<file path="src/rtl/core/rbst_pkg.sv">
package rbst_pkg;

	localparam int unsigned NumAxes  = 3;
	localparam int unsigned CoordW   = 32;
	localparam int unsigned DistW    = 30;
	localparam int unsigned CfgIdxW  = 3;
	// numerator |face - origin| << 16 fits in 49 bits
	localparam int unsigned NumW     = 49;
	localparam int unsigned DenW     = 32;
	localparam logic [DistW-1:0] TInf = 30'd655360000;

	typedef enum logic [CfgIdxW-1:0] {
		REG_MIN_X = 3'd0,
		REG_MIN_Y = 3'd1,
		REG_MIN_Z = 3'd2,
		REG_MAX_X = 3'd3,
		REG_MAX_Y = 3'd4,
		REG_MAX_Z = 3'd5
	} cfg_reg_t;

	typedef struct packed {
		logic signed [CoordW-1:0] origin_x;
		logic signed [CoordW-1:0] origin_y;
		logic signed [CoordW-1:0] origin_z;
		logic signed [CoordW-1:0] dir_x;
		logic signed [CoordW-1:0] dir_y;
		logic signed [CoordW-1:0] dir_z;
	} ray_t;

	typedef struct packed {
		logic             hit;
		logic [DistW-1:0] t_enter;
		logic [DistW-1:0] t_exit;
	} result_t;

	// per-lane findings handed to the merge stage
	typedef struct packed {
		logic             miss;
		logic [DistW-1:0] t_a;
		logic [DistW-1:0] t_b;
	} lane_res_t;

endpackage

</file>
<file path="src/rtl/core/rbst_merge.sv">
// Max of entries, min of exits, hit decision.
module rbst_merge (
	input  rbst_pkg::lane_res_t lx,
	input  rbst_pkg::lane_res_t ly,
	input  rbst_pkg::lane_res_t lz,
	output rbst_pkg::result_t   res
);
	logic [rbst_pkg::DistW-1:0] ent, ext, e1, x1;
	logic                       miss;

	always_comb begin
		e1   = (lx.t_a > ly.t_a) ? lx.t_a : ly.t_a;
		ent  = (e1 > lz.t_a) ? e1 : lz.t_a;
		x1   = (lx.t_b < ly.t_b) ? lx.t_b : ly.t_b;
		ext  = (x1 < lz.t_b) ? x1 : lz.t_b;
		miss = lx.miss || ly.miss || lz.miss || (ext <= ent);
		res.hit     = !miss;
		res.t_enter = miss ? '0 : ent;
		res.t_exit  = miss ? '0 : ext;
	end
endmodule

</file>
<file path="config.mk">
export PLATFORM = sky130hd
export DESIGN_NAME = rbst_merge
export DESIGN_NICKNAME = d
export VERILOG_FILES = /design/src/rtl/core/rbst_pkg.sv /design/src/rtl/core/rbst_merge.sv
export SDC_FILE = /design/constraint.sdc
export NUM_CORES = 1
export LEC_CHECK = 0
export BUFFER_PORTS_ARGS = -buffer_cell sky130_fd_sc_hd__buf_2
export CORE_MARGIN = 10
export CORE_UTILIZATION = 28
export DETAILED_ROUTE_END_ITERATION = 12
export PLACE_DENSITY = 0.49
export RECOVER_POWER = 25
export SETUP_SLACK_MARGIN = 0.15
export SLEW_MARGIN = 40
export SYNTH_ARGS = -nofsm -noshare
export SYNTH_HDL_FRONTEND = slang
export SYNTH_SLANG_ARGS = --single-unit
</file>
<file path="constraint.sdc">
create_clock -name vclk -period 8.2
set_input_delay 0 -clock vclk [all_inputs]
set_output_delay 0 -clock vclk [all_outputs]
set_load 0.05 [all_outputs]
</file>
==> results of run 1 <==
[routing by layer]
| metal | vias to the layer above | GRT usage, % | share of wire (%) |
|---|---|---|---|
| met5 | - | 0 | 0.032 |
| met4 | 2 | 0.604 | 0.49 |
| met3 | 8 | 3.47 | 7.6 |
| met2 | 162 | 26.9 | 47 |
| met1 | 2885 | 19.0 | 44 |
| li1 | 3434 | - | - |
[synthesized netlist by cell type, types with 23 or more instances]
cell type | n | area share, %
mux2_2 | 29 | 5.5
ha_1 | 148 | 31
a21oi_1 | 66 | 5.6
a211oi_1 | 40 | 5.1
a211oi_2 | 30 | 6.4
o21ai_0 | 23 | 1.9
nor2_1 | 50 | 3.2
nand2_1 | 28 | 1.8
inv_1 | 183 | 12
nor3_1 | 39 | 3.3
mux2i_1 | 30 | 5.1
a21o_1 | 60 | 7.6
[cell type report]
type / count / area share, %
inverter: 183 / 9.20
antenna: 1 / 0.0335
tap: 275 / 4.61
multi-input combinational: 619 / 68.4
timing repair buffer: 255 / 17.8
[power by group]
part,internal [W],switching [W],total [W],leakage (nW)
clock network,0.0000000000163,0,0.0000000000163,0.00000634
logic,0.000283,0.000457,0.000741,4.51
registers,0,0,0,0
total,0.000283,0.000457,0.000741,4.51
[kinds of logic (layout without fill, tap and decap cells)]
logic type | Yosys count | after routing | share of synthesized area (%)
compound gates | 246 | 246 | 30.2
buf+inv | 217 | 438 | 14.4
simple gates | 166 | 166 | 13.4
fa+ha+maj | 148 | 148 | 31.3
mux | 59 | 59 | 10.6
other cells | 0 | 1 | 0
[per-stage QoR]
step | instances | utilization, % | area [um^2] | hold slack [ns] | setup slack [ns]
after floorplan | 836 | - | 5910 | 0.292 | 1.80
after detailed placement | 1332 | 35.8 | 7470 | 0.515 | 0.618
after global placement | 1332 | 35.8 | 7470 | 0.510 | 0.633
final | 1333 | 35.7 | 7470 | 0.514 | 0.797
after global routing | 1332 | 35.7 | 7460 | 0.552 | 0.201
after CTS | 1332 | 35.8 | 7470 | 0.516 | 0.592
[final timing paths]
kind	startpoint	end	slack, ns	depth (start not counted)
setup / recovery	ly[45]	res[28]	0.80	31
hold / removal	lz[54]	res[54]	0.51	4
==> metrics.txt, run 1 <==
Buffers on Ports=between 200 and 250; drt drc=0; DR iter-0 viols=between 200 and 250; status=finished, final reports clean; relative slew slack=roughly half; fmax=approximately 0.14 GHz; layout cell share with drive strength beyond 1=29.6%; Die Width=around 170 um; worst path arrival time=7.40 ns; number of global-route vias before repair=about 6,700; setup bufs post-CTS=0; Power Density=about 100 nW/um^2; P&R area growth vs syn=26.4%; post-cts hold buffer count=0; RePlAce Congestion=0.843; Startpoint Class=input port; fin crit share=90.3%; Die H=approximately 170 um; RSZ-0062 raised after global routing=no; HPWL Detailed=20.1 mm; Clock Buffer Count=0; total power draw=0.000741 W; Worst EP required=8.20 ns; FILL cells=approximately 2,300; Mapped Nets=1,167; Worst Max-Slew Pin Slew=0.739 ns; via count=6,491; min Tclk post-route=7.40 ns; largest net degree at the start of global routing=61; leading cell type in the layout, fill and taps excluded=buf_2; Max FO, Critical Path=60; antenna viol nets, final=0; num ports=~240; number of iterations in the first detailed-routing pass=5; Net count, final=around 1,400; final slew viol count=0; core area=20,900 um^2; Max VDD drop=0.0000697 V; Rows=53; Seq cells=0; Post-Route WL=22.0 mm; Max-cap violations=0; most frequent cells in the layout=buf_2, inv_1, ha_1; syn avg cell area=7.07 um^2; global-route wire length before repair=roughly 34 mm; Static Leak=between 4 and 5 nW; final setup vio count=0; Global Route Usage Sum=15.1%; Setup Crit Path Kind=in2out; Critical Path Slowest Stage Cell=a2111oi_0; die area=27,300 um^2; HP Class=in2out; Top delay family on crit path=compound AO/OA/AOI/OAI gates; Yosys cell types=40; initial antenna violation count=2; CP Buf/Inv Count=6; CP Capture Type=output port; Mapped Cells=836; synthesized area=approximately 5900 um^2; final hold violations=0; CP max stage delay=0.68 ns; area of the multi-input gates=5100 um^2; WL/cell=16.5 um; Initial Util=28.3%; Post-CTS Resized=0; Avg Vias per Cell=4.87; TNS Setup=0 ns; gr ovfl total=0; synth warn=0; sequential fraction of the synthesis area=0%; Storage cell area=0 um^2
No activity file was read; power rests on OpenSTA's default activity.
==> run 2, diff against run 1 <==
--- a/config.mk
+++ b/config.mk
@@ -5,11 +5,11 @@
 export SDC_FILE = /design/constraint.sdc
 export NUM_CORES = 1
 export LEC_CHECK = 0
+export ABC_CLOCK_PERIOD_IN_PS = 8200
 export BUFFER_PORTS_ARGS = -buffer_cell sky130_fd_sc_hd__buf_2
 export CORE_MARGIN = 10
 export CORE_UTILIZATION = 28
 export DETAILED_ROUTE_END_ITERATION = 12
-export PLACE_DENSITY = 0.49
 export RECOVER_POWER = 25
 export SETUP_SLACK_MARGIN = 0.15
 export SLEW_MARGIN = 40
==> run 2 against run 1 <==
  * Sequential share of layout area is the same
  * Count of clock-buffer cells in the layout is the same
  * Largest cell class unchanged
  * Critical endpoint is now res[2]
  * Final cell count shrank 0.30%
  * Die area is the same
  * Critical path depth shrank 1
  * Routed wire length grew 1.6%
  * Cell area shrank 0.49%
  * Via count grew 1.3%
  * Hold slack lost 0.00096 ns
  * Utilization shrank 0.17 points
  * Combinational power grew 0.7%
  * Non-clock buffer count shrank 3
==> metrics.txt, run 2 (synthesis results as in run 1) <==
Max FO, Critical Path=60; WL/cell=16.8 um; largest net degree at the start of global routing=61; worst path arrival time=approximately 7 ns; final hold violations=0; HPWL Detailed=20.3 mm; Static Leak=4.50 nW; placed cells=1,329; Post-CTS Resized=0; Seq cells=0; Max-cap violations=0; Worst EP required=8.20 ns; DR iter-0 viols=300; Power Density=approximately 100 nW/um^2; CP max stage delay=0.60 ns; Antenna Cells=0; hold endpoint=res[55]; TNS Setup=0 ns; num ports=244; final slew viol count=0; Max VDD drop=0.0000670 V; final worst slack=1.05 ns; Setup Crit Path Kind=in2out; met2 Resource Use GR=27.0%; hold path depth=4; number of global-route vias before repair=6,876; most frequent cells in the layout=buf_2, inv_1, ha_1; Die H=between 150 and 200 um; Global Route Usage Sum=between 10% and 20%; met1 global-route usage=19.4%; Net count, final=1,387; fmax=0.140 GHz; via count=6,578; setup bufs post-CTS=0; DP Worst Slack=1.13 ns; met3 Usage GRT=3.22%; final setup vio count=0; Storage cell area=0 um^2; fin crit share=87.1%; gr ovfl total=0; Worst Max-Slew Pin Slew=between 0.6 and 0.7 ns; Startpoint Class=input port; CP Capture Type=output port; Die Width=~170 um; RSZ-0062 raised after global routing=no; HP Class=in2out; die area=about 27,000 um^2; initial antenna violation count=0; Clock Buffer Count=0; post-cts hold buffer count=0; Post-Route WL=22.4 mm; Rows=53; antenna viol nets, final=0; leading cell type in the layout, fill and taps excluded=buf_2; min Tclk post-route=7.15 ns; global-route wire length before repair=34.4 mm; drt drc=0; fin cells=1,329; Initial Util=28.3%; Critical Path Slowest Stage Cell=a2111oi_2; min-delay src=lz[55]; RePlAce Congestion=0.862; Buffers on Ports=244; GRT busiest layer=met2; relative slew slack=between 50 and 60%; layout cell share with drive strength beyond 1=29.5%; CP Launch Point=ly[46]; final core utilization=35.6%; core area=20,900 um^2; number of iterations in the first detailed-routing pass=5; P&R area growth vs syn=25.8%; Avg Vias per Cell=4.95; status=finished, final reports clean
==> run 2: worst max-delay path by stage <==
| stage | end | slack, ns | cells after the start |
|---|---|---|---|
| after detailed placement | res[41] | 1.13 | 31 |
| after global placement | res[41] | 0.71 | 32 |
| after CTS | res[41] | 1.10 | 31 |
| after floorplan | res[30] | 1.80 | 28 |
| final | res[2] | 1.05 | 30 |
| after global routing | res[10] | 0.40 | 29 |
==> run 2: layout make-up <==
| cell class | count | area [um^2] |
|---|---|---|
| fillers | 2324 | 13500 |
| inverters | 183 | 687 |
| multi-input cells | 619 | 5100 |
| well taps | 275 | 344 |
| repair buffers | 252 | 1290 |
==> run 2: report_power, final <==
| part | internal [W] | switching, W | leakage, nW |
|---|---|---|---|
| Combinational | 0.000281 | 0.000466 | 4.50 |
| Clock | 0 | 0 | 0 |
| Sequential | 0 | 0 | 0 |
| Total | 0.000281 | 0.000466 | 4.50 |
==> run 2: per-stage QoR <==
stage / cell area [um^2] / hold WS [ns] / power [W]
finish: 7430 / 0.513 / 0.000746
global route: 7430 / 0.534 / 0.000844
CTS: 7440 / 0.517 / 0.000752
detailed placement: 7440 / 0.515 / 0.000747
global placement: 7430 / 0.515 / 0.000739
floorplan: 5910 / 0.292 / 0.000530
==> run 2: layer usage <==
layer | up-vias | part of all wire, %
li1 | 3410 | -
met1 | 2979 | 44
met2 | 177 | 48
met3 | 12 | 7.3
met4 | 0 | 0.86
met5 | - | 0
==> run 2: critical path: cells and delay by family <==
family                     cells  cell delay [ns]
and+or+nand+nor                6             1.26
muxes                          1             0.31
AOI/OAI and AO/OA             14             3.50
adders and majority gates      3             0.82
buffers and inverters          6             1.22
==> run 3, diff against run 2 <==
--- a/config.mk
+++ b/config.mk
@@ -8,8 +8,9 @@
 export ABC_CLOCK_PERIOD_IN_PS = 8200
 export BUFFER_PORTS_ARGS = -buffer_cell sky130_fd_sc_hd__buf_2
 export CORE_MARGIN = 10
-export CORE_UTILIZATION = 28
+export CORE_UTILIZATION = 52
 export DETAILED_ROUTE_END_ITERATION = 12
+export PLACE_DENSITY = 0.86
 export RECOVER_POWER = 25
 export SETUP_SLACK_MARGIN = 0.15
 export SLEW_MARGIN = 40
==> run 3 against run 2 <==
  * Cell area fell by 1.5%
  * Count of clock-buffer cells in the layout did not move
  * Final cell count fell by 9.6%
  * Total power fell by 1.2%
  * Maximum frequency fell by 4.0%
  * Routed wire length fell by 12%
  * Critical endpoint is now res[0]
==> metrics.txt, run 3 (synthesis results as in run 1) <==
Avg Vias per Cell=between 5 and 6; num ports=244; Clock Buffer Count=0; final slew viol count=0; CP max stage delay=0.70 ns; drt drc=0; Post-Route WL=approximately 20 mm; post-cts hold buffer count=0; die area=16,000 um^2; most frequent cells in the layout=buf_2, inv_1, ha_1; initial antenna violation count=0; layout cell share with drive strength beyond 1=approximately 30%; min Tclk post-route=7.45 ns; Seq cells=0; RePlAce Congestion=0.937; HP Class=in2out; placed cells=1,201; Max VDD drop=roughly 0.000093 V; Setup Crit Path Kind=in2out; DR iter-0 viols=slightly above 300; via count=roughly 6,800; number of global-route vias before repair=6,809; setup bufs post-CTS=0; Global Route Usage Sum=around 23%; final setup vio count=0; Post-CTS Resized=0; Power Density=101 nW/um^2; fin crit share=90.8%; Rows=38; largest net degree at the start of global routing=58; core area=11,000 um^2; WL/cell=16.5 um; worst path arrival time=7.45 ns; FILL cells=~1,000; Die H=between 100 and 150 um; final hold violations=0; global-route wire length before repair=~32 mm; Critical Path Slowest Stage Cell=a2111oi_0; fin cells=about 1,200; Storage cell area=0 um^2; antenna viol nets, final=0; Static Leak=4.54 nW; total power draw=approximately 0.00074 W; fmax=0.134 GHz; P&R area growth vs syn=23.9%; RSZ-0062 raised after global routing=no; number of iterations in the first detailed-routing pass=5; Die Width=127 um; CP Capture Type=output port; Net count, final=1,394; leading cell type in the layout, fill and taps excluded=buf_2; TNS Setup=0 ns; Buffers on Ports=approximately 240; Antenna Cells=0; Max-cap violations=0; gr ovfl total=0; Worst Max-Slew Pin Slew=0.761 ns; final core utilization=approximately 67%; Startpoint Class=input port; Max FO, Critical Path=21; Worst EP required=8.20 ns; HPWL Detailed=roughly 18 mm; relative slew slack=between 40% and 50%; Initial Util=53.8%; status=finished, final reports clean
run 3: layout make-up:
cell class,count,area [um^2],area share (%)
Inverter,183,687,9.38
Multi-Input combinational cell,619,5100,69.6
Tap cell,140,175,2.39
Timing Repair Buffer,259,1360,18.6
run 3: where the power goes:
group	switching (W)	total, W	internal (W)
registers	0	0	0
logic	0.000452	0.000738	0.000286
clock network	0	0	0
total	0.000452	0.000738	0.000286
run 3: worst max-delay path, delay by kind of cell:
family | cells | cell delay, ns
adders and majority gates | 3 | 0.73
buffers and inverters | 6 | 1.34
and+or+nand+nor | 8 | 1.75
AOI/OAI and AO/OA | 13 | 3.23
muxes | 1 | 0.36
run 3: final timing paths:
path	startpoint	endpoint	slack [ns]	depth (start not counted)
setup / recovery	ly[41]	res[0]	0.75	31
hold / removal	lz[30]	res[30]	0.51	4
run 3: per-stage QoR:
stage | setup WS, ns | hold slack, ns | instance area (um^2)
3_5_place_dp | 1.16 | 0.514 | 7340
4_1_cts | 1.12 | 0.515 | 7340
2_1_floorplan | 1.80 | 0.292 | 5910
5_1_grt | 0.236 | 0.543 | 7320
3_3_place_gp | 1.08 | 0.505 | 7320
6_report | 0.754 | 0.510 | 7320
run 3: layer usage:
metal	wire length, um	global-route usage [%]
met5	0	0
met4	421	4.89
met3	1510	4.75
met2	9550	40.7
met1	8280	27.0
